===== config.mk =====
export PLATFORM = sky130hd
export DESIGN_NAME = char_lcd_nibble_writer_top
export DESIGN_NICKNAME = d
export VERILOG_FILES = /design/src/rtl/cln_pkg.sv /design/src/rtl/cln_bin2bcd.sv /design/src/rtl/char_lcd_nibble_writer_top.sv
export VERILOG_INCLUDE_DIRS = /design/src /design/src/rtl
export SDC_FILE = /design/constraint.sdc
export NUM_CORES = 1
export LEC_CHECK = 0
export ABC_AREA = 0
export BUFFER_PORTS_ARGS = -buffer_cell sky130_fd_sc_hd__buf_2
export CORE_AREA = 2 2 109 111
export DETAILED_ROUTE_END_ITERATION = 12
export DIE_AREA = 0 0 111 113
export PLACE_DENSITY_LB_ADDON = 0.2
export SLEW_MARGIN = 20
export SYNTH_ARGS = -nofsm -noshare
export SYNTH_HDL_FRONTEND = slang
export SYNTH_HIERARCHICAL = 1
export SYNTH_SLANG_ARGS = --single-unit

===== constraint.sdc =====
create_clock -name i_clk -period 3.6 [get_ports i_clk]
set_input_delay 0.36 -clock i_clk [delete_from_list [all_inputs] [get_ports i_clk]]
set_output_delay 0.36 -clock i_clk [all_outputs]
set_load 0.01 [all_outputs]

===== src/rtl/char_lcd_nibble_writer_top_macros.svh =====
// ----------------------------------------------------------------------------
// Assertion macros for the character LCD nibble writer
// Shared property templates, clocked on i_clk and disabled in reset.
// ----------------------------------------------------------------------------
`ifndef CHAR_LCD_NIBBLE_WRITER_TOP_MACROS_SVH
`define CHAR_LCD_NIBBLE_WRITER_TOP_MACROS_SVH

// The consequent must hold in the same cycle as the antecedent.
`define CLN_ASSERT_NOW(label, ante, cons, msg) \
    label: assert property (@(posedge i_clk) disable iff (!i_rst_n) (ante) |-> (cons)) \
        else $error(msg);

// The consequent must hold in the cycle after the antecedent.
`define CLN_ASSERT_NEXT(label, ante, cons, msg) \
    label: assert property (@(posedge i_clk) disable iff (!i_rst_n) (ante) |=> (cons)) \
        else $error(msg);

`endif


===== src/rtl/cln_pkg.sv =====
// ----------------------------------------------------------------------------
// cln_pkg
// Constants, types and the init command table of the LCD nibble writer.
// ----------------------------------------------------------------------------
`timescale 1ns / 1ps

package cln_pkg;

    localparam int VALUE_BITS  = 32;
    localparam int MAX_DIGITS  = 10;
    localparam int MAX_RESULTS = 20;

    // Digits actually kept by the decimal converter.
    localparam int DIGITS = (MAX_DIGITS > MAX_RESULTS / 2) ? MAX_RESULTS / 2 : MAX_DIGITS;
    localparam int BCD_W  = 4 * DIGITS;

    localparam int INIT_LEN  = 4;
    localparam int CNT_MAX   = (DIGITS > INIT_LEN) ? DIGITS : INIT_LEN;
    localparam int CNT_W     = $clog2(CNT_MAX + 1);
    localparam int BIT_CNT_W = $clog2(VALUE_BITS);

    localparam int DELAY_W = 20;
    localparam logic [DELAY_W-1:0] SETTLE_RESET = 20'd270000;

    localparam logic [7:0] ASCII_ZERO = 8'd48;

    typedef enum logic [1:0] {
        MODE_INIT = 2'd0,
        MODE_CMD  = 2'd1,
        MODE_DATA = 2'd2,
        MODE_UINT = 2'd3
    } t_mode;

    // Controls of the decimal converter, driven by the top level sequencer.
    typedef struct packed {
        logic load;
        logic step;
        logic shift;
    } t_bcd_ctrl;

    // Power-up command sequence: 4-bit bus with two lines, clear, entry mode,
    // display on.
    function automatic logic [7:0] init_byte(input logic [1:0] idx);
        logic [7:0] b;
        case (idx)
            2'd0: b = 8'h28;
            2'd1: b = 8'h01;
            2'd2: b = 8'h06;
            2'd3: b = 8'h0C;
            default: b = 8'h28;
        endcase
        return b;
    endfunction

endpackage


===== src/rtl/cln_bin2bcd.sv =====
// ----------------------------------------------------------------------------
// cln_bin2bcd
// Bit-serial binary to BCD converter with a digit shift-out port.
// ----------------------------------------------------------------------------
`timescale 1ns / 1ps

module cln_bin2bcd (
    input  logic                              i_clk,
    input  cln_pkg::t_bcd_ctrl                i_ctrl,
    input  logic [cln_pkg::VALUE_BITS-1:0]    i_value,
    output logic [3:0]                        o_digit
);

    logic [cln_pkg::VALUE_BITS-1:0] r_bin;
    logic [cln_pkg::VALUE_BITS-1:0] n_bin;
    logic [cln_pkg::BCD_W-1:0]      r_bcd;
    logic [cln_pkg::BCD_W-1:0]      n_bcd;
    logic [cln_pkg::BCD_W-1:0]      w_adj;

    // Add-three correction on every digit ahead of the doubling shift.
    always_comb begin
        for (int k = 0; k < cln_pkg::DIGITS; k++) begin
            if (r_bcd[4*k +: 4] >= 4'd5) begin
                w_adj[4*k +: 4] = r_bcd[4*k +: 4] + 4'd3;
            end else begin
                w_adj[4*k +: 4] = r_bcd[4*k +: 4];
            end
        end
    end

    always_comb begin
        n_bin = r_bin;
        n_bcd = r_bcd;
        if (i_ctrl.load) begin
            n_bin = i_value;
            n_bcd = '0;
        end else if (i_ctrl.step) begin
            n_bcd = {w_adj[cln_pkg::BCD_W-2:0], r_bin[cln_pkg::VALUE_BITS-1]};
            n_bin = {r_bin[cln_pkg::VALUE_BITS-2:0], 1'b0};
        end else if (i_ctrl.shift) begin
            n_bcd = {r_bcd[cln_pkg::BCD_W-5:0], 4'd0};
        end
    end

    always_ff @(posedge i_clk) begin
        r_bin <= n_bin;
        r_bcd <= n_bcd;
    end

    assign o_digit = r_bcd[cln_pkg::BCD_W-1 -: 4];

endmodule


===== src/rtl/char_lcd_nibble_writer_top.sv =====
// ----------------------------------------------------------------------------
// char_lcd_nibble_writer_top
// Character LCD writer on a 4-bit bus: init sequence, commands, characters
// and unsigned integers printed in decimal.
// ----------------------------------------------------------------------------
// A word is taken when start is high and busy is low. It produces a burst of
// enable strobes on o_strobe, one per cycle while a byte is going out, high
// nibble first and then low nibble; the low nibble carries the settle wait
// and o_last marks the final strobe of the word. The receiver cannot stall,
// so every strobe must be captured in the cycle it appears. An integer first
// passes the bit-serial binary to BCD converter, one input bit per cycle,
// then leading zero digits are dropped one per cycle, then each digit goes
// out as a high and a low nibble strobe. The settle delay register is
// written through its own channel, which is always ready; it must only be
// written while busy is low.
// ----------------------------------------------------------------------------
`timescale 1ns / 1ps
`include "char_lcd_nibble_writer_top_macros.svh"

module char_lcd_nibble_writer_top (
    input  logic                            i_clk,
    input  logic                            i_rst_n,

    input  logic                            start,
    output logic                            busy,
    input  logic [1:0]                      i_mode,
    input  logic [cln_pkg::VALUE_BITS-1:0]  i_value,

    input  logic                            i_cfg_valid,
    output logic                            o_cfg_ready,
    input  logic [cln_pkg::DELAY_W-1:0]     i_cfg_settle_delay,

    output logic                            o_strobe,
    output logic                            o_reg_select,
    output logic [3:0]                      o_nibble,
    output logic [cln_pkg::DELAY_W-1:0]     o_wait_ticks,
    output logic                            o_last
);

    // Sequencer states: idle, decimal conversion, leading zero removal,
    // strobe emission.
    typedef enum logic [3:0] {
        ST_IDLE = 4'b0001,
        ST_CONV = 4'b0010,
        ST_SKIP = 4'b0100,
        ST_EMIT = 4'b1000
    } t_state;

    t_state                          r_state, n_state;
    cln_pkg::t_mode                  r_mode, n_mode;
    logic [7:0]                      r_val8, n_val8;
    logic [cln_pkg::CNT_W-1:0]       r_cnt, n_cnt;
    logic [cln_pkg::BIT_CNT_W-1:0]   r_bits, n_bits;
    logic                            r_half, n_half;
    logic [cln_pkg::DELAY_W-1:0]     r_settle;

    cln_pkg::t_bcd_ctrl              w_ctrl;
    logic [3:0]                      w_digit;
    logic [cln_pkg::CNT_W-1:0]       w_init_pos;
    logic [7:0]                      w_byte;
    logic                            w_final;

    localparam logic [cln_pkg::CNT_W-1:0] CNT_ONE  = cln_pkg::CNT_W'(1);
    localparam logic [cln_pkg::CNT_W-1:0] CNT_INIT = cln_pkg::CNT_W'(cln_pkg::INIT_LEN);
    localparam logic [cln_pkg::CNT_W-1:0] CNT_DIG  = cln_pkg::CNT_W'(cln_pkg::DIGITS);
    localparam logic [cln_pkg::BIT_CNT_W-1:0] BITS_LAST =
        cln_pkg::BIT_CNT_W'(cln_pkg::VALUE_BITS - 1);

    cln_bin2bcd u_bin2bcd (
        .i_clk   (i_clk),
        .i_ctrl  (w_ctrl),
        .i_value (i_value),
        .o_digit (w_digit)
    );

    // The settle delay register is the only configuration state.
    assign o_cfg_ready = 1'b1;

    always_ff @(posedge i_clk) begin
        if (!i_rst_n) begin
            r_settle <= cln_pkg::SETTLE_RESET;
        end else if (i_cfg_valid && o_cfg_ready) begin
            r_settle <= i_cfg_settle_delay;
        end
    end

    // The byte being sent. Init bytes are picked by how many remain, integer
    // digits always come from the top of the BCD register.
    assign w_init_pos = CNT_INIT - r_cnt;

    always_comb begin
        case (r_mode)
            cln_pkg::MODE_INIT: w_byte = cln_pkg::init_byte(w_init_pos[1:0]);
            cln_pkg::MODE_CMD:  w_byte = r_val8;
            cln_pkg::MODE_DATA: w_byte = r_val8;
            cln_pkg::MODE_UINT: w_byte = cln_pkg::ASCII_ZERO + {4'd0, w_digit};
            default:            w_byte = r_val8;
        endcase
    end

    assign w_final = r_half && (r_cnt == CNT_ONE);

    always_comb begin
        n_state = r_state;
        n_mode  = r_mode;
        n_val8  = r_val8;
        n_cnt   = r_cnt;
        n_bits  = r_bits;
        n_half  = r_half;
        w_ctrl  = '0;
        case (r_state)
            ST_IDLE: begin
                if (start) begin
                    n_mode = cln_pkg::t_mode'(i_mode);
                    n_val8 = i_value[7:0];
                    n_half = 1'b0;
                    n_bits = '0;
                    case (cln_pkg::t_mode'(i_mode))
                        cln_pkg::MODE_INIT: begin
                            n_cnt   = CNT_INIT;
                            n_state = ST_EMIT;
                        end
                        cln_pkg::MODE_UINT: begin
                            w_ctrl.load = 1'b1;
                            n_state     = ST_CONV;
                        end
                        default: begin
                            n_cnt   = CNT_ONE;
                            n_state = ST_EMIT;
                        end
                    endcase
                end
            end
            ST_CONV: begin
                w_ctrl.step = 1'b1;
                n_bits      = r_bits + 1'b1;
                if (r_bits == BITS_LAST) begin
                    n_cnt   = CNT_DIG;
                    n_state = ST_SKIP;
                end
            end
            ST_SKIP: begin
                // Drop leading zeros but always keep the last digit.
                if ((w_digit == 4'd0) && (r_cnt != CNT_ONE)) begin
                    w_ctrl.shift = 1'b1;
                    n_cnt        = r_cnt - 1'b1;
                end else begin
                    n_state = ST_EMIT;
                end
            end
            ST_EMIT: begin
                if (!r_half) begin
                    n_half = 1'b1;
                end else begin
                    n_half = 1'b0;
                    if (r_cnt == CNT_ONE) begin
                        n_state = ST_IDLE;
                    end else begin
                        n_cnt = r_cnt - 1'b1;
                        if (r_mode == cln_pkg::MODE_UINT) begin
                            w_ctrl.shift = 1'b1;
                        end
                    end
                end
            end
            default: begin
                n_state = ST_IDLE;
            end
        endcase
    end

    always_ff @(posedge i_clk) begin
        if (!i_rst_n) begin
            r_state <= ST_IDLE;
            r_half  <= 1'b0;
            r_cnt   <= '0;
            r_bits  <= '0;
            r_mode  <= cln_pkg::MODE_INIT;
        end else begin
            r_state <= n_state;
            r_half  <= n_half;
            r_cnt   <= n_cnt;
            r_bits  <= n_bits;
            r_mode  <= n_mode;
        end
    end

    always_ff @(posedge i_clk) begin
        r_val8 <= n_val8;
    end

    assign busy = (r_state != ST_IDLE);

    // Strobes come straight from the sequencer registers.
    assign o_strobe     = (r_state == ST_EMIT);
    assign o_reg_select = (r_mode == cln_pkg::MODE_DATA) || (r_mode == cln_pkg::MODE_UINT);
    assign o_nibble     = r_half ? w_byte[3:0] : w_byte[7:4];
    assign o_wait_ticks = r_half ? r_settle : '0;
    assign o_last       = o_strobe && w_final;

    `CLN_ASSERT_NEXT(a_last_frees, o_strobe && o_last, !busy, "busy after the final strobe")
    `CLN_ASSERT_NEXT(a_low_follows_high, o_strobe && !r_half, o_strobe && r_half,
        "high nibble not followed by low nibble")
    `CLN_ASSERT_NEXT(a_short_starts, start && !busy && (i_mode != cln_pkg::MODE_UINT),
        o_strobe && !r_half, "command, data or init word did not start strobing")
    `CLN_ASSERT_NOW(a_digit_range, o_strobe && (r_mode == cln_pkg::MODE_UINT),
        w_digit <= 4'd9, "converter produced a digit above nine")

endmodule


## After elaboration in Yosys (flattened, before gate mapping)

Cells that the tools add are included.

- Bits in registers: 116
- Latch bits: 0
- Memory bits (writable): 0
- ROM bits: 0
- Bits of input ports: 58
- Output and inout bits: 29
- Word-level logic and storage cells: 121
- Memories kept: 0

- Add/sub/neg operators: 14
- Multiply operators: 0
- Div/mod/pow operators: 0
- $lt $le $gt $ge: 10
- Equal/unequal tests: 23
- Shift operators: 0
- Multiplexer cells: 46
- Bitwise gates (word level): 0
- Reductions and logical operators: 19

Operators by type and width:

| kind | count |
|---|---|
| $mux 4 | 21 |
| $mux 40 | 2 |
| $mux 32 | 2 |
| $ge 4x3->1 const B | 10 |
| $add 4x2->4 const B | 9 |
| $pmux 4 s4 | 2 |
| $pmux 8 s4 | 1 |
| $pmux 8 s3 | 1 |
| $mux 20 | 1 |
| $ne 2x2->1 const B | 6 |
| $eq 2x2->1 const B | 5 |
| $mux 1 | 10 |
| $pmux 5 s2 | 1 |
| $eq 4x1->1 const B | 2 |
| $ne 4x1->1 const B | 2 |
| $pmux 4 s2 | 1 |
| $reduce_bool 2->1 | 4 |
| $add 6x4->7 const A | 1 |
| $reduce_and 7->1 | 1 |
| $logic_not 2->1 | 3 |
| $reduce_and 2->1 | 3 |
| $add 5x1->5 const B | 1 |
| $eq 5x5->1 const B | 1 |
| $mux 5 | 1 |
| 16 further kinds | 21 |

## Logic depth before layout (Yosys ltp)

Gate-level depths: netlist of run 1.

- Depth in word-level cells: 7
- Depth in mapped cells: 11
- Gate-level depth less buffers: 8

## Modules after synthesis

The synthesis of run 1 kept the hierarchy.

Modules (own cells, without submodules):

| module | times used | cells each | area each (µm²) |
|---|---|---|---|
| cln_bin2bcd | 1 | 386 | 4042.6 |
| char_lcd_nibble_writer_top | 1 | 251 | 2391.0 |

## Worst setup path after synthesis of run 1

Ideal clock, no wire load.

- Kind: register to register
- Start: reg r_state[2]
- End: reg u_bin2bcd/r_bin[0] (netlist name), enable pin
- Setup time: 0.377 ns
- Arrival time: 2.237 ns
- Required time: 3.223 ns
- Slack: 0.986 ns
- Stages on the path, launching flop included: 10
- Buffers on the path: 3
- Cells stage by stage: dfxtp_1 buf_4 nor4b_4 nand2_1 inv_1 and3_1 buf_2 nor2_4 inv_2 buf_2

RTL lines:

| item | line | source |
|---|---|---|
| from (decl) | char_lcd_nibble_writer_top.sv:49 | `t_state r_state, n_state;` |
| from (signal assigned) | char_lcd_nibble_writer_top.sv:180 | `r_state <= n_state;` |
| to (signal assigned) | cln_bin2bcd.sv:46 | `r_bin <= n_bin;` |
| to (decl) | cln_bin2bcd.sv:14 | `logic [cln_pkg::VALUE_BITS-1:0] r_bin;` |

==> results.md, run 1 <==
Outcome:
- The flow ran to the end, and the final reports show no timing, DRC or antenna violations.

Final layout:
- The finished cells cover 0.00743 mm².
- Relative to the synthesized area, the layout overhead comes to 15.5%.
- The area taken by flip-flops and latches is 0.00272 mm².
- The final-layout fill cell count is a little over 900.
- The count of cells in the finished layout, fillers not included, comes to 861.
- The number of antenna diodes in the final layout is 0.
- The number of nets in the final layout is roughly 800.
- In the final layout, the multi-input gates occupy 0.00331 mm².
- The share of layout cells above drive strength 1 is 19.2%.

STA:
- The tightest slew margin relative to the limit is 61.5%.
- The highest attainable clock frequency is 364 MHz.
- Setup violations remaining at the end of the flow were counted as 0.
- The max-slew violation count is 0.
- The count of final hold-check violations is 0.
- The final worst clock skew is 0.0112 ns.
- The smallest clock period supported by the final layout is computed as 2.75 ns.
- Setup repair after global routing left no endpoint under its margin.
- The transition time of the tightest slew-check pin is 0.578 ns.
- The share of the cycle needed by the critical path after routing is ~76%.
- The total negative slack is 0 ns.

Route:
- The detailed router put a total of 6190 µm of wire on met1.
- The wire length per cell after detailed routing is 16.1 µm.
- In the detailed route, the total length drawn on met3 is 548 µm.
- The number of iterations in the first detailed-routing pass is 5.
- For this block, the via count after detailed routing is approximately 5000.
- The detailed-route vias per instance is between 5 and 6.
- Wires add up to 13900 µm.
- The DRC violation count after routing is 0.
- The top layer reached by signal wires is met4.
- After detailed routing, the met2 layer carries 6900 µm of wire.
- The DRC violation total after the first TritonRoute iteration is 397.
- The count of nets left with antenna violations once routing finished came out at 0.

Worst setup path:
- Data arrives at the worst endpoint at 2.91 ns.
- At the worst endpoint, the required time is 3.76 ns.
- Walking the worst path, the cells encountered are nor4b_4 > nand2_1 > inv_1 > and3_2 > buf_12 > mux2_1.
- The setup path with the least slack is of type reg2reg.
- The slowest stage cell on the critical path is sky130_fd_sc_hd__nor4b_4.
- The worst setup path is launched from a flip-flop.
- The worst setup path is captured at a flip-flop.
- In this design, the stage delay of the slowest critical-path cell is 0.42 ns.
- The largest fanout on the critical path is 88.
- The number of buffers and inverters on the critical path is 2.
- The cell family with the largest share of critical-path delay is simple AND/OR/NAND/NOR gates.

Synth:
- The proportion of synthesized chip area in sequential cells is a little over two fifths.
- In the synthesized netlist the async set-or-reset flop fraction comes to 0%.
- The average footprint of a synthesized cell is 10.1 µm².
- sky130_fd_sc_hd__dfxtp_1 is the most common cell in the netlist.
- Yosys mapped the design onto 64 distinct sky130hd cell types.
- Among all flip-flop cells after synthesis, the most frequent one is sky130_fd_sc_hd__dfxtp_1.
- The synthesized netlist devotes 15.3% of its cell area to compound gates.
- Summed over its instances, the top area cell type makes up approximately a quarter of the synthesized netlist area.
- The synthesized netlist devotes less than 1% of its cell area to XOR and XNOR gates.
- In the post-synthesis netlist, the biggest area contributors are sky130_fd_sc_hd__dfxtp_1, sky130_fd_sc_hd__edfxtp_1, sky130_fd_sc_hd__mux2_1, sky130_fd_sc_hd__ha_1, sky130_fd_sc_hd__mux2i_1.
- The number of nets in the synthesized netlist is 725.
- The portion of synthesized area spent on multiplexers is 11.8%.
- For this run, the number of Yosys warnings is 6.
- The commonest cells after synthesis are sky130_fd_sc_hd__dfxtp_1, sky130_fd_sc_hd__edfxtp_1, sky130_fd_sc_hd__a21oi_1, sky130_fd_sc_hd__nor2_1.
- The cell count after synthesis came out at 637.
- After synthesis the netlist holds a flip-flop and latch count of roughly 120.
- Of the total synthesized cell area, the portion taken by full adders, half adders and majority gates is 5.83%.
- The largest family of logic cells by synthesized area is simple AND/OR/NAND/NOR gates.
- sky130_fd_sc_hd__dfxtp_1 takes more of the synthesized area than any other cell.
- The cell area that synthesis handed to floorplanning was 0.00643 mm².
- Of the total synthesized cell area, the portion taken by AND, OR, NAND and NOR gates is between 10% and 20%.
- The number of flops mapped to enable cells by yosys is 40.

Clock tree:
- The number of sinks handled by clock tree synthesis is 116.
- Clock-pin slew was measured on the worst setup and hold paths at around 0.050 ns.
- Counting the buffers created by CTS gives 17.
- CTS placed an instance of sky130_fd_sc_hd__clkbuf_16 at the clock tree root.
- The H-tree depth is 4.
- At the later pin of the worst-skew pair, clock insertion delay measures 0.42 ns.
- The total of hold buffers inserted after clock tree synthesis is 0.
- The clock passes through at most 2 buffers.
- The total setup buffers inserted after CTS is 0.
- Once the clock tree was built, the resizer swapped 0 gates to a different size.
- TritonCTS built the clock tree.

Placed design:
- The half-perimeter wire length after placement is between 9000 and 10000 µm.
- The placed instances occupy a cell area of 0.00686 mm².
- The count of input and output buffers is between 80 and 90.
- The final weighted congestion in routability-driven placement is a little over 0.8.
- Once placement completed, the tool counted placed cells totaling 829.

Global route:
- Across every metal layer, demand over resource in global routing totals 23.0%.
- The number of antenna violations at the first check in global routing is 0.
- The via count of the first global-routing pass is 4943.
- Summed over all layers, the global routing overflow is 0.
- The first global-routing pass estimated 23400 µm of wire.
- The largest net degree at the start of global routing is 89.

Flow run:
- Across the run, the number of max-cap violations was 0.

Floorplanning:
- The area enclosed by the die boundary is 0.0125 mm².
- For this configuration, the core starts out at a cell density of between 50% and 60%.
- The horizontal die dimension is 111 µm.
- In this run the vertical extent of the chip is 113 µm.
- The core outline area is 0.0113 mm².
- The row count is 39.
- The number of top-level pins is 87.

Hold path:
- The type of the tightest min-delay check is in2reg.

Power and ir drop:
- The analysis attributes to cell leakage a power of 2.89 nW.
- In this run the power density over the cells is 702 mW/mm².
- VDD sags by at most 0.459 mV.
## flip-flops by register name, indices dropped and copies added (netlist names)
register	count
r_settle	20
r_val8	8
r_half	1
u_bin2bcd/r_bin	32
u_bin2bcd/r_bcd	40
r_state	4
r_bits	5
r_cnt	4
r_mode	2
## area by class of cell
class | count | share of cell area [%]
multi-input combinational | 444 | 44.5
sequential | 116 | 36.6
timing repair buffer | 94 | 6.97
clock buffer | 20 | 5.88
tap | 143 | 2.41
clock inverter | 12 | 1.89
inverter | 32 | 1.72
## per-layer routing
metal,track usage [%],vias to the layer above
met1,28.3,2415
met4,9.25,0
met5,0,-
met3,5.30,22
met2,39.4,111
li1,-,2472
## cell usage in the layout, fill, tap and decap left out, types with 19 or more instances in the layout
master                     count
sky130_fd_sc_hd__nand4b_1     19
sky130_fd_sc_hd__nand2_1      37
sky130_fd_sc_hd__a21oi_1      39
sky130_fd_sc_hd__inv_1        29
sky130_fd_sc_hd__mux2_1       37
sky130_fd_sc_hd__and2_1       23
sky130_fd_sc_hd__nor3b_1      19
sky130_fd_sc_hd__mux2i_1      34
sky130_fd_sc_hd__nor2_1       38
sky130_fd_sc_hd__dfxtp_1      76
sky130_fd_sc_hd__ha_1         30
sky130_fd_sc_hd__buf_2        85
sky130_fd_sc_hd__edfxtp_1     40
## final timing paths
kind                            startpoint            endpoint  slack (ns)  cells after the start
worst max-delay path            r_state[2]  u_bin2bcd/r_bin[2]        0.85                      6
worst max register to register  r_state[2]  u_bin2bcd/r_bin[2]        0.85                      6
worst min register to register   r_bits[3]           r_bits[3]        0.47                      1
worst min-delay path            i_value[0]           r_val8[0]        0.13                      1
## metrics by stage
stage                     hold slack [ns]  total power (W)  setup slack (ns)  utilization [%]
after floorplan                     0.423          0.00313             0.986                -
after global placement              0.444          0.00348             0.975             60.8
after detailed placement            0.455          0.00354             0.877             60.8
after CTS                           0.112          0.00522             0.869             65.9
after global routing                0.130          0.00553             0.659             65.9
final                               0.130          0.00521             0.852             65.9
## where the power goes
group | total (W) | leakage (nW) | switching [W] | internal [W]
clock | 0.00166 | 0.276 | 0.000585 | 0.00108
sequential | 0.00198 | 0.990 | 0.000322 | 0.00165
combinational | 0.00158 | 1.62 | 0.000862 | 0.000717
total | 0.00521 | 2.89 | 0.00177 | 0.00344
## cells by family (layout without fill, tap and decap cells)
kind of cell / after synthesis / after routing
flip-flops: 116 / 116
adder cells (fa/ha/maj): 30 / 30
AO/OA/AOI/OAI: 144 / 144
XOR/XNOR: 3 / 3
other: 1 / 1
multiplexers: 71 / 71
buffers and inverters: 77 / 158
AND/OR/NAND/NOR: 195 / 195
Note: power is estimated with default switching activity, not from simulation.
==> inputs of run 2 (changes only) <==
==> constraint.sdc (replaced) <==
create_clock -name i_clk -period 2.8 [get_ports i_clk]
set_input_delay 0.28 -clock i_clk [delete_from_list [all_inputs] [get_ports i_clk]]
set_output_delay 0.28 -clock i_clk [all_outputs]
set_load 0.01 [all_outputs]
==> run 2 against run 1 <==
Net effect: wire length up 1.3%; non-clock buffer count grew 9; global-route usage rose by 0.17 points; critical path depth is 2 higher; sequential cell count unchanged; die area stayed put; via count rose by 1.0%; worst setup slack got worse by 0.56 ns; maximum frequency up 9.6%.
==> results.md, run 2 (same netlist as run 1, synthesis figures left out) <==
Final layout:
- In the final layout, the registers with the most flip-flops are u_bin2bcd/r_bcd x40, u_bin2bcd/r_bin x32, r_settle x20.
- The most common cell after layout, fill and taps aside is sky130_fd_sc_hd__buf_2.
- In the layout the commonest cells are sky130_fd_sc_hd__buf_2, sky130_fd_sc_hd__dfxtp_1, sky130_fd_sc_hd__edfxtp_1.
- The final-layout fill cell count is 862 (-5.3%).
- The number of flip-flops under the largest register name is 40 (unchanged).
- Compared with the post-synthesis result, the final layout area differs by 17.0%.
- The number of nets in the final layout is 802 (+1.1%).
- The share of layout cells above drive strength 1 is 20.8% (+1.6 points).
- The antenna diode count is 0 (unchanged).
- Counting flops per register, the top entry is u_bin2bcd/r_bcd.

STA:
- The smallest hold slack is 0.0593 ns (-0.0702 ns).
- The highest attainable clock frequency came to 399 MHz (+9.6%).
- The final worst clock skew is 0.00465 ns (-0.00658 ns).
- The share of the cycle needed by the critical path after routing is 89.6% (+13 points).
- The max-slew violation count is 0 (unchanged).
- The time the final worst path needs with I/O delays and setup came to 2.51 ns (-0.241 ns).
- The total negative slack is 0 ns (unchanged).
- The count of final hold-check violations is 0 (unchanged).
- Setup repair after global routing left no endpoint under its margin.
- The total of endpoints with negative setup slack in the final report is 0 (unchanged).
- The transition time of the tightest slew-check pin is 0.723 ns (+0.145 ns).
- The tightest slew margin relative to the limit is 51.6% (-9.9 points).

Global route:
- The global-route wire length before repair is 23800 µm (+1.5%).
- The total global routing overflow was 0 (unchanged).
- The global routing usage summed across all routing layers was 23.2% (+0.17 points).
- The largest net degree at the start of global routing is 68 (-24%).
- The via count of the first global-routing pass is 4931 (-0.24%).
- The number of antenna violations at the first check in global routing was 0 (unchanged).

Hold path:
- The hold path startpoint is i_value[1].
- The type of the tightest min-delay check is in2reg.

Power and ir drop:
- The total power was 0.00681 W (+31%).
- The reported leakage power is 2.94 nW (+1.8%).
- The highest ir drop seen on vdd came to 0.504 mV (+9.9%).
- The ratio of total power to cell area is 905 mW/mm² (+29%).

Worst setup path:
- The startpoint identified for the worst register-to-register timing path is r_state[3].
- STA classifies the critical path endpoint as a flip-flop.
- The largest fanout on the critical path is 20 (-77%).
- The arrival time at the worst endpoint came to 2.79 ns (-0.12 ns).
- The most critical setup path has its startpoint at r_state[3].
- By startpoint and endpoint, the worst setup path is classified as reg2reg.
- The worst setup path is launched from a flip-flop.
- The required arrival time at the worst endpoint is 3.09 ns (-0.67 ns).

Clock tree:
- The number of sinks handled by clock tree synthesis is 116 (unchanged).
- The H-tree depth is 4 (unchanged).
- The clock insertion delay at the later pin of the skew report is 0.41 ns (about the same).
- The total of hold buffers inserted after clock tree synthesis is 0 (unchanged).
- The number of gates resized after CTS is 0 (unchanged).
- The clock tree from TritonCTS is yes.
- The total setup buffers inserted after CTS is 0 (unchanged).
- The number of buffers inserted during clock tree synthesis is 17 (unchanged).
- The clock transition at the register clock pins on the worst setup and hold paths after CTS is 0.06 ns (about the same).
- The maximum clock insertion buffer count is 2 (unchanged).
- The tree is rooted in a sky130_fd_sc_hd__clkbuf_16.

Outcome:
- The run finished with clean final reports.

Floorplanning:
- The height of the chip is 113 µm (unchanged).
- The starting utilization of the core area is 57.1% (unchanged).
- The area enclosed by the die boundary was 0.0125 mm² (unchanged).
- The core outline area is 0.0113 mm² (unchanged).
- The number of top-level pins is 87 (unchanged).
- The horizontal die dimension is 111 µm (unchanged).
- The row count is 39 (unchanged).

Placed design:
- The final weighted congestion in routability-driven placement is 0.830 (+2.8%).
- The count of input and output buffers is 85 (unchanged).
- The half-perimeter wire length after placement came to 9310 µm (+0.89%).

Route:
- The DRC violation count after routing is 0 (unchanged).
- The wire length per cell after detailed routing came to 16.1 µm (+0.25%).
- The DRC violation total after the first TritonRoute iteration came to 278 (-30%).
- The via total after detailed routing is 5070 (+1.0%).
- The residual antenna-violating net count after detailed routing is 0 (unchanged).
- The detailed-route vias per instance came to 5.83 (about the same).
- The number of iterations in the first detailed-routing pass is 5 (unchanged).
- The routed wire length is 14000 µm (+1.3%).

Flow run:
- The reported max-cap violation count came to 0 (unchanged).
==> run 2: cell count changes in the layout (fill, tap and decap cells not counted), sizes merged <==
cell      previous run  this run
buf                 94       103
clkbuf              20        17
clkinv               7         3
clkinvlp             2         5
inv                 32        36
==> run 2: area by class of cell <==
cell class / count / area [µm²] / area share (%)
Clock buffer: 17 / 425 / 5.65
Sequential cell: 116 / 2720 / 36.2
Timing Repair Buffer: 103 / 586 / 7.78
Clock inverter: 15 / 179 / 2.38
Multi-Input combinational cell: 444 / 3310 / 43.9
Inverter: 32 / 128 / 1.70
Tap cell: 143 / 179 / 2.38
==> run 2: metrics by stage <==
stage | cells | instance area [µm²] | setup slack, ns | utilization [%]
after detailed placement | 838 | 6920 | 0.337 | 61.4
after global routing | 870 | 7530 | 0.159 | 66.8
final | 870 | 7530 | 0.292 | 66.8
after CTS | 870 | 7530 | 0.318 | 66.8
after global placement | 838 | 6920 | 0.454 | 61.4
after floorplan | 637 | 6430 | 0.186 | -
==> run 2: metal layers <==
metal	share of wire [%]	vias up	wire, µm	track usage (%)
met3	4.4	22	618	4.55
met5	0	-	0	0
met4	1.8	0	248	10.3
met2	50	133	7050	39.8
met1	44	2429	6120	28.5
li1	-	2486	-	-
==> run 2: critical path: stages (launching register included) <==
cell                       delay [ns]
sky130_fd_sc_hd__dfxtp_1         0.50
sky130_fd_sc_hd__inv_1           0.13
sky130_fd_sc_hd__nor4_1          0.34
sky130_fd_sc_hd__a31oi_1         0.21
sky130_fd_sc_hd__nor2_4          0.50
sky130_fd_sc_hd__buf_4           0.26
sky130_fd_sc_hd__nor2_1          0.06
sky130_fd_sc_hd__a211oi_1        0.29
sky130_fd_sc_hd__a211oi_1        0.08
==> run 2: final timing paths <==
| kind | slack [ns] | cells past startpoint | endpoint |
|---|---|---|---|
| setup / recovery | 0.29 | 8 | u_bin2bcd/r_bcd[4] |
| hold / removal | 0.06 | 1 | r_val8[1] |
| setup reg to reg | 0.29 | 8 | u_bin2bcd/r_bcd[4] |
| hold reg to reg | 0.46 | 2 | r_settle[7] |
==> run 2: power breakdown <==
| part | switching (W) | total [W] | leakage, nW | internal (W) |
|---|---|---|---|---|
| combinational | 0.00114 | 0.00207 | 1.67 | 0.000929 |
| clock | 0.000802 | 0.00220 | 0.278 | 0.00140 |
| sequential | 0.000414 | 0.00254 | 0.990 | 0.00212 |
| total | 0.00236 | 0.00681 | 2.94 | 0.00445 |
==> inputs of run 3 (changes only) <==
--- a/config.mk
+++ b/config.mk
@@ -8,9 +8,11 @@
 export LEC_CHECK = 0
 export ABC_AREA = 0
 export BUFFER_PORTS_ARGS = -buffer_cell sky130_fd_sc_hd__buf_2
+export CAP_MARGIN = 0
 export CORE_AREA = 2 2 109 111
 export DETAILED_ROUTE_END_ITERATION = 12
 export DIE_AREA = 0 0 111 113
+export MAX_ROUTING_LAYER = met4
 export PLACE_DENSITY_LB_ADDON = 0.2
 export SLEW_MARGIN = 20
 export SYNTH_ARGS = -nofsm -noshare
==> run 3 against run 2 <==
Net effect: clock-buffer cell count did not move; power increased by 0.18%; wire length grew 0.36%; final cell count unchanged; highest routed layer unchanged; critical endpoint unchanged; critical path type unchanged; combinational power about the same; non-clock buffer count is the same; sequential power barely moved.
==> results.md, run 3 (same netlist as run 1, synthesis figures left out) <==
Worst setup path:
- The largest stage delay on the critical path was 0.50 ns (about the same).
- The most repeated library cell on the critical path is sky130_fd_sc_hd__a211oi_1.
- The required arrival time at the worst endpoint is 3.09 ns (about the same).
- The register-to-register setup slack is 0.32 ns (+0.03 ns).
- For this design, the slowest cell found on the critical path is sky130_fd_sc_hd__nor2_4.
- The arrival time at the worst endpoint is 2.77 ns (-0.02 ns).
- The worst setup path is launched from a flip-flop.
- The largest fanout on the critical path is 20 (unchanged).
- STA classifies the critical path endpoint as a flip-flop.
- Walking the worst path, the cells encountered are inv_1 > nor4_1 > a31oi_1 > nor2_4 > buf_4 > nor2_1 > a211oi_1 > a211oi_1.
- The worst setup path is of the reg2reg kind.
- The number of buffers and inverters on the critical path came to 2 (unchanged).
- The cell family with the largest share of critical-path delay is simple AND/OR/NAND/NOR gates.

Final layout:
- More flip-flops sit in one register than any other, and that register is u_bin2bcd/r_bcd.
- The share of layout cells above drive strength 1 was 20.8% (unchanged).
- The number of flip-flops under the largest register name is 40 (unchanged).
- The area growth from synthesis to layout came to 17.0% (unchanged).
- The antenna diode count is 0 (unchanged).
- The library cells used most frequently in the layout, excluding fill and tap cells, are sky130_fd_sc_hd__buf_2, sky130_fd_sc_hd__dfxtp_1, sky130_fd_sc_hd__edfxtp_1.
- The utilization of the core after routing is 66.8% (unchanged).
- The final cell area excluding filler cells came to 0.00753 mm² (unchanged).
- The largest registers in the layout are u_bin2bcd/r_bcd x40, u_bin2bcd/r_bin x32, r_settle x20.
- The most common cell after layout, fill and taps aside is sky130_fd_sc_hd__buf_2.
- The number of nets in the final layout came to 802 (unchanged).

Route:
- The top layer reached by signal wires is met4.
- The wire length per cell after detailed routing is 16.2 µm (+0.36%).
- The detailed route wirelength on metal2 is 7010 µm (-0.52%).
- The routed length on met1 is 6160 µm (+0.57%).
- The residual antenna-violating net count after detailed routing came to 0 (unchanged).
- The routed wire length was 14100 µm (+0.36%).
- The number of iterations in the first detailed-routing pass is 4 (-1).
- The via total after detailed routing was 5085 (+0.30%).
- The DRC violation total after the first TritonRoute iteration is 306 (+10%).
- The DRC violation count after routing is 0 (unchanged).
- The amount of wire on met3 after detailed routing is 642 µm (+3.9%).
- The detailed-route vias per instance is 5.84 (+0.30%).

STA:
- The total of endpoints with negative setup slack in the final report was 0 (unchanged).
- The time the final worst path needs with I/O delays and setup is 2.48 ns (-0.0288 ns).
- The highest attainable clock frequency is 403 MHz (+1.2%).
- The final worst clock skew came to 0.00435 ns (-0.000294 ns).
- The total negative slack is 0 ns (unchanged).
- The transition time of the tightest slew-check pin is 0.729 ns (+0.00582 ns).
- Setup repair after global routing left no endpoint under its margin.
- The max-slew violation count is 0 (unchanged).
- The smallest hold slack was 0.0563 ns (-0.00300 ns).
- The share of the cycle needed by the critical path after routing is 88.5% (-1.0 points).
- The count of final hold-check violations came to 0 (unchanged).
- The tightest slew margin relative to the limit was 51.2% (-0.39 points).

Power and ir drop:
- The highest ir drop seen on vdd was 0.501 mV (-0.55%).
- The portion of total power attributed to sequential cells is 37.2% (about the same).
- The internal power is 0.00446 W (about the same).
- The part of the power in combinational logic is 30.4% (about the same).
- The reported net switching power is 0.00237 W (+0.49%).
- The clock network power share is 32.3% (about the same).
- The reported leakage power is 2.94 nW (unchanged).
- The ratio of total power to cell area came to 906 mW/mm² (+0.18%).
- The switching fraction of total power is 34.7% (+0.11 points).
- The total power was 0.00682 W (+0.18%).

Floorplanning:
- The row count came to 39 (unchanged).
- The number of top-level pins is 87 (unchanged).
- The height of the chip is 113 µm (unchanged).
- The core outline area is 0.0113 mm² (unchanged).
- The area enclosed by the die boundary is 0.0125 mm² (unchanged).
- The starting utilization of the core area came to 57.1% (unchanged).
- The horizontal die dimension is 111 µm (unchanged).

Placed design:
- The final weighted congestion in routability-driven placement is 0.843 (+1.5%).
- The half-perimeter wire length after placement is 9310 µm (unchanged).
- The count of input and output buffers came to 85 (unchanged).
- The post-placement cell area is 0.00692 mm² (unchanged).

Clock tree:
- The number of gates resized after CTS is 0 (unchanged).
- The number of sinks handled by clock tree synthesis is 116 (unchanged).
- The total setup buffers inserted after CTS is 0 (unchanged).
- The cell sitting at the root of the clock tree is a sky130_fd_sc_hd__clkbuf_16.
- The clock insertion delay at the later pin of the skew report was 0.41 ns (about the same).
- The total of hold buffers inserted after clock tree synthesis came to 0 (unchanged).
- The number of buffers inserted during clock tree synthesis is 17 (unchanged).
- The maximum clock insertion buffer count is 2 (unchanged).
- The clock transition at the register clock pins on the worst setup and hold paths after CTS was 0.06 ns (about the same).
- The H-tree depth is 4 (unchanged).
- TritonCTS built the clock tree.

Flow run:
- The reported max-cap violation count is 0 (unchanged).

Global route:
- The global-route wire length before repair came to 23800 µm (-0.12%).
- The number of antenna violations at the first check in global routing came to 0 (unchanged).
- The via count of the first global-routing pass is 4944 (+0.26%).
- The total global routing overflow is 0 (unchanged).
- The global routing usage summed across all routing layers came to 23.9% (+0.70 points).
- The largest net degree at the start of global routing is 68 (unchanged).

Hold path:
- The type of the tightest min-delay check is in2reg.

Outcome:
- The run finished with clean final reports.
==> run 3: cell counts in the layout (fill, tap and decap cells not counted) <==
Identical to the previous run, type by type.
==> run 3: worst reg2reg max path, cell delays in order, from the launching register on <==
cell and delay [ns]:
sky130_fd_sc_hd__dfxtp_1 0.49, sky130_fd_sc_hd__inv_1 0.13, sky130_fd_sc_hd__nor4_1 0.32, sky130_fd_sc_hd__a31oi_1 0.21, sky130_fd_sc_hd__nor2_4 0.50, sky130_fd_sc_hd__buf_4 0.27, sky130_fd_sc_hd__nor2_1 0.06, sky130_fd_sc_hd__a211oi_1 0.28
sky130_fd_sc_hd__a211oi_1 0.08
==> run 3: metrics by stage <==
| stage | std cells | setup WS, ns |
|---|---|---|
| final | 870 | 0.321 |
| after global routing | 870 | 0.159 |
| after CTS | 870 | 0.318 |
| after detailed placement | 838 | 0.337 |
| after global placement | 838 | 0.454 |
| after floorplan | 637 | 0.186 |
==> run 3: worst paths after layout <==
path / depth (start not counted) / endpoint / from
min: 1 / r_val8[1] / i_value[1]
min reg2reg: 2 / r_settle[7] / r_settle[7]
max: 8 / u_bin2bcd/r_bcd[4] / r_state[3]
max reg2reg: 8 / u_bin2bcd/r_bcd[4] / r_state[3]
==> run 3: area by class of cell <==
class | count | area (µm²)
clock buffer | 17 | 425
clock inverter | 15 | 179
inverter | 32 | 128
fill | 862 | 3740
multi-input combinational | 444 | 3310
tap | 143 | 179
timing repair buffer | 103 | 586
sequential | 116 | 2720
==> run 3: power groups by stage <==
| stage | Combinational, W | Sequential, W | Clock, W |
|---|---|---|---|
| global placement | 0.00192 | 0.00254 | 0 |
| CTS | 0.00207 | 0.00252 | 0.00224 |
| global route | 0.00232 | 0.00259 | 0.00232 |
| floorplan | 0.00161 | 0.00241 | 0 |
| finish | 0.00208 | 0.00254 | 0.00221 |
| detailed placement | 0.00203 | 0.00255 | 0 |
==> run 3: metal layers <==
layer | track usage [%] | up-vias
met1 | 28.6 | 2435
met3 | 4.55 | 25
li1 | - | 2482
met2 | 39.8 | 143
met4 | 10.3 | 0
met5 | - | -
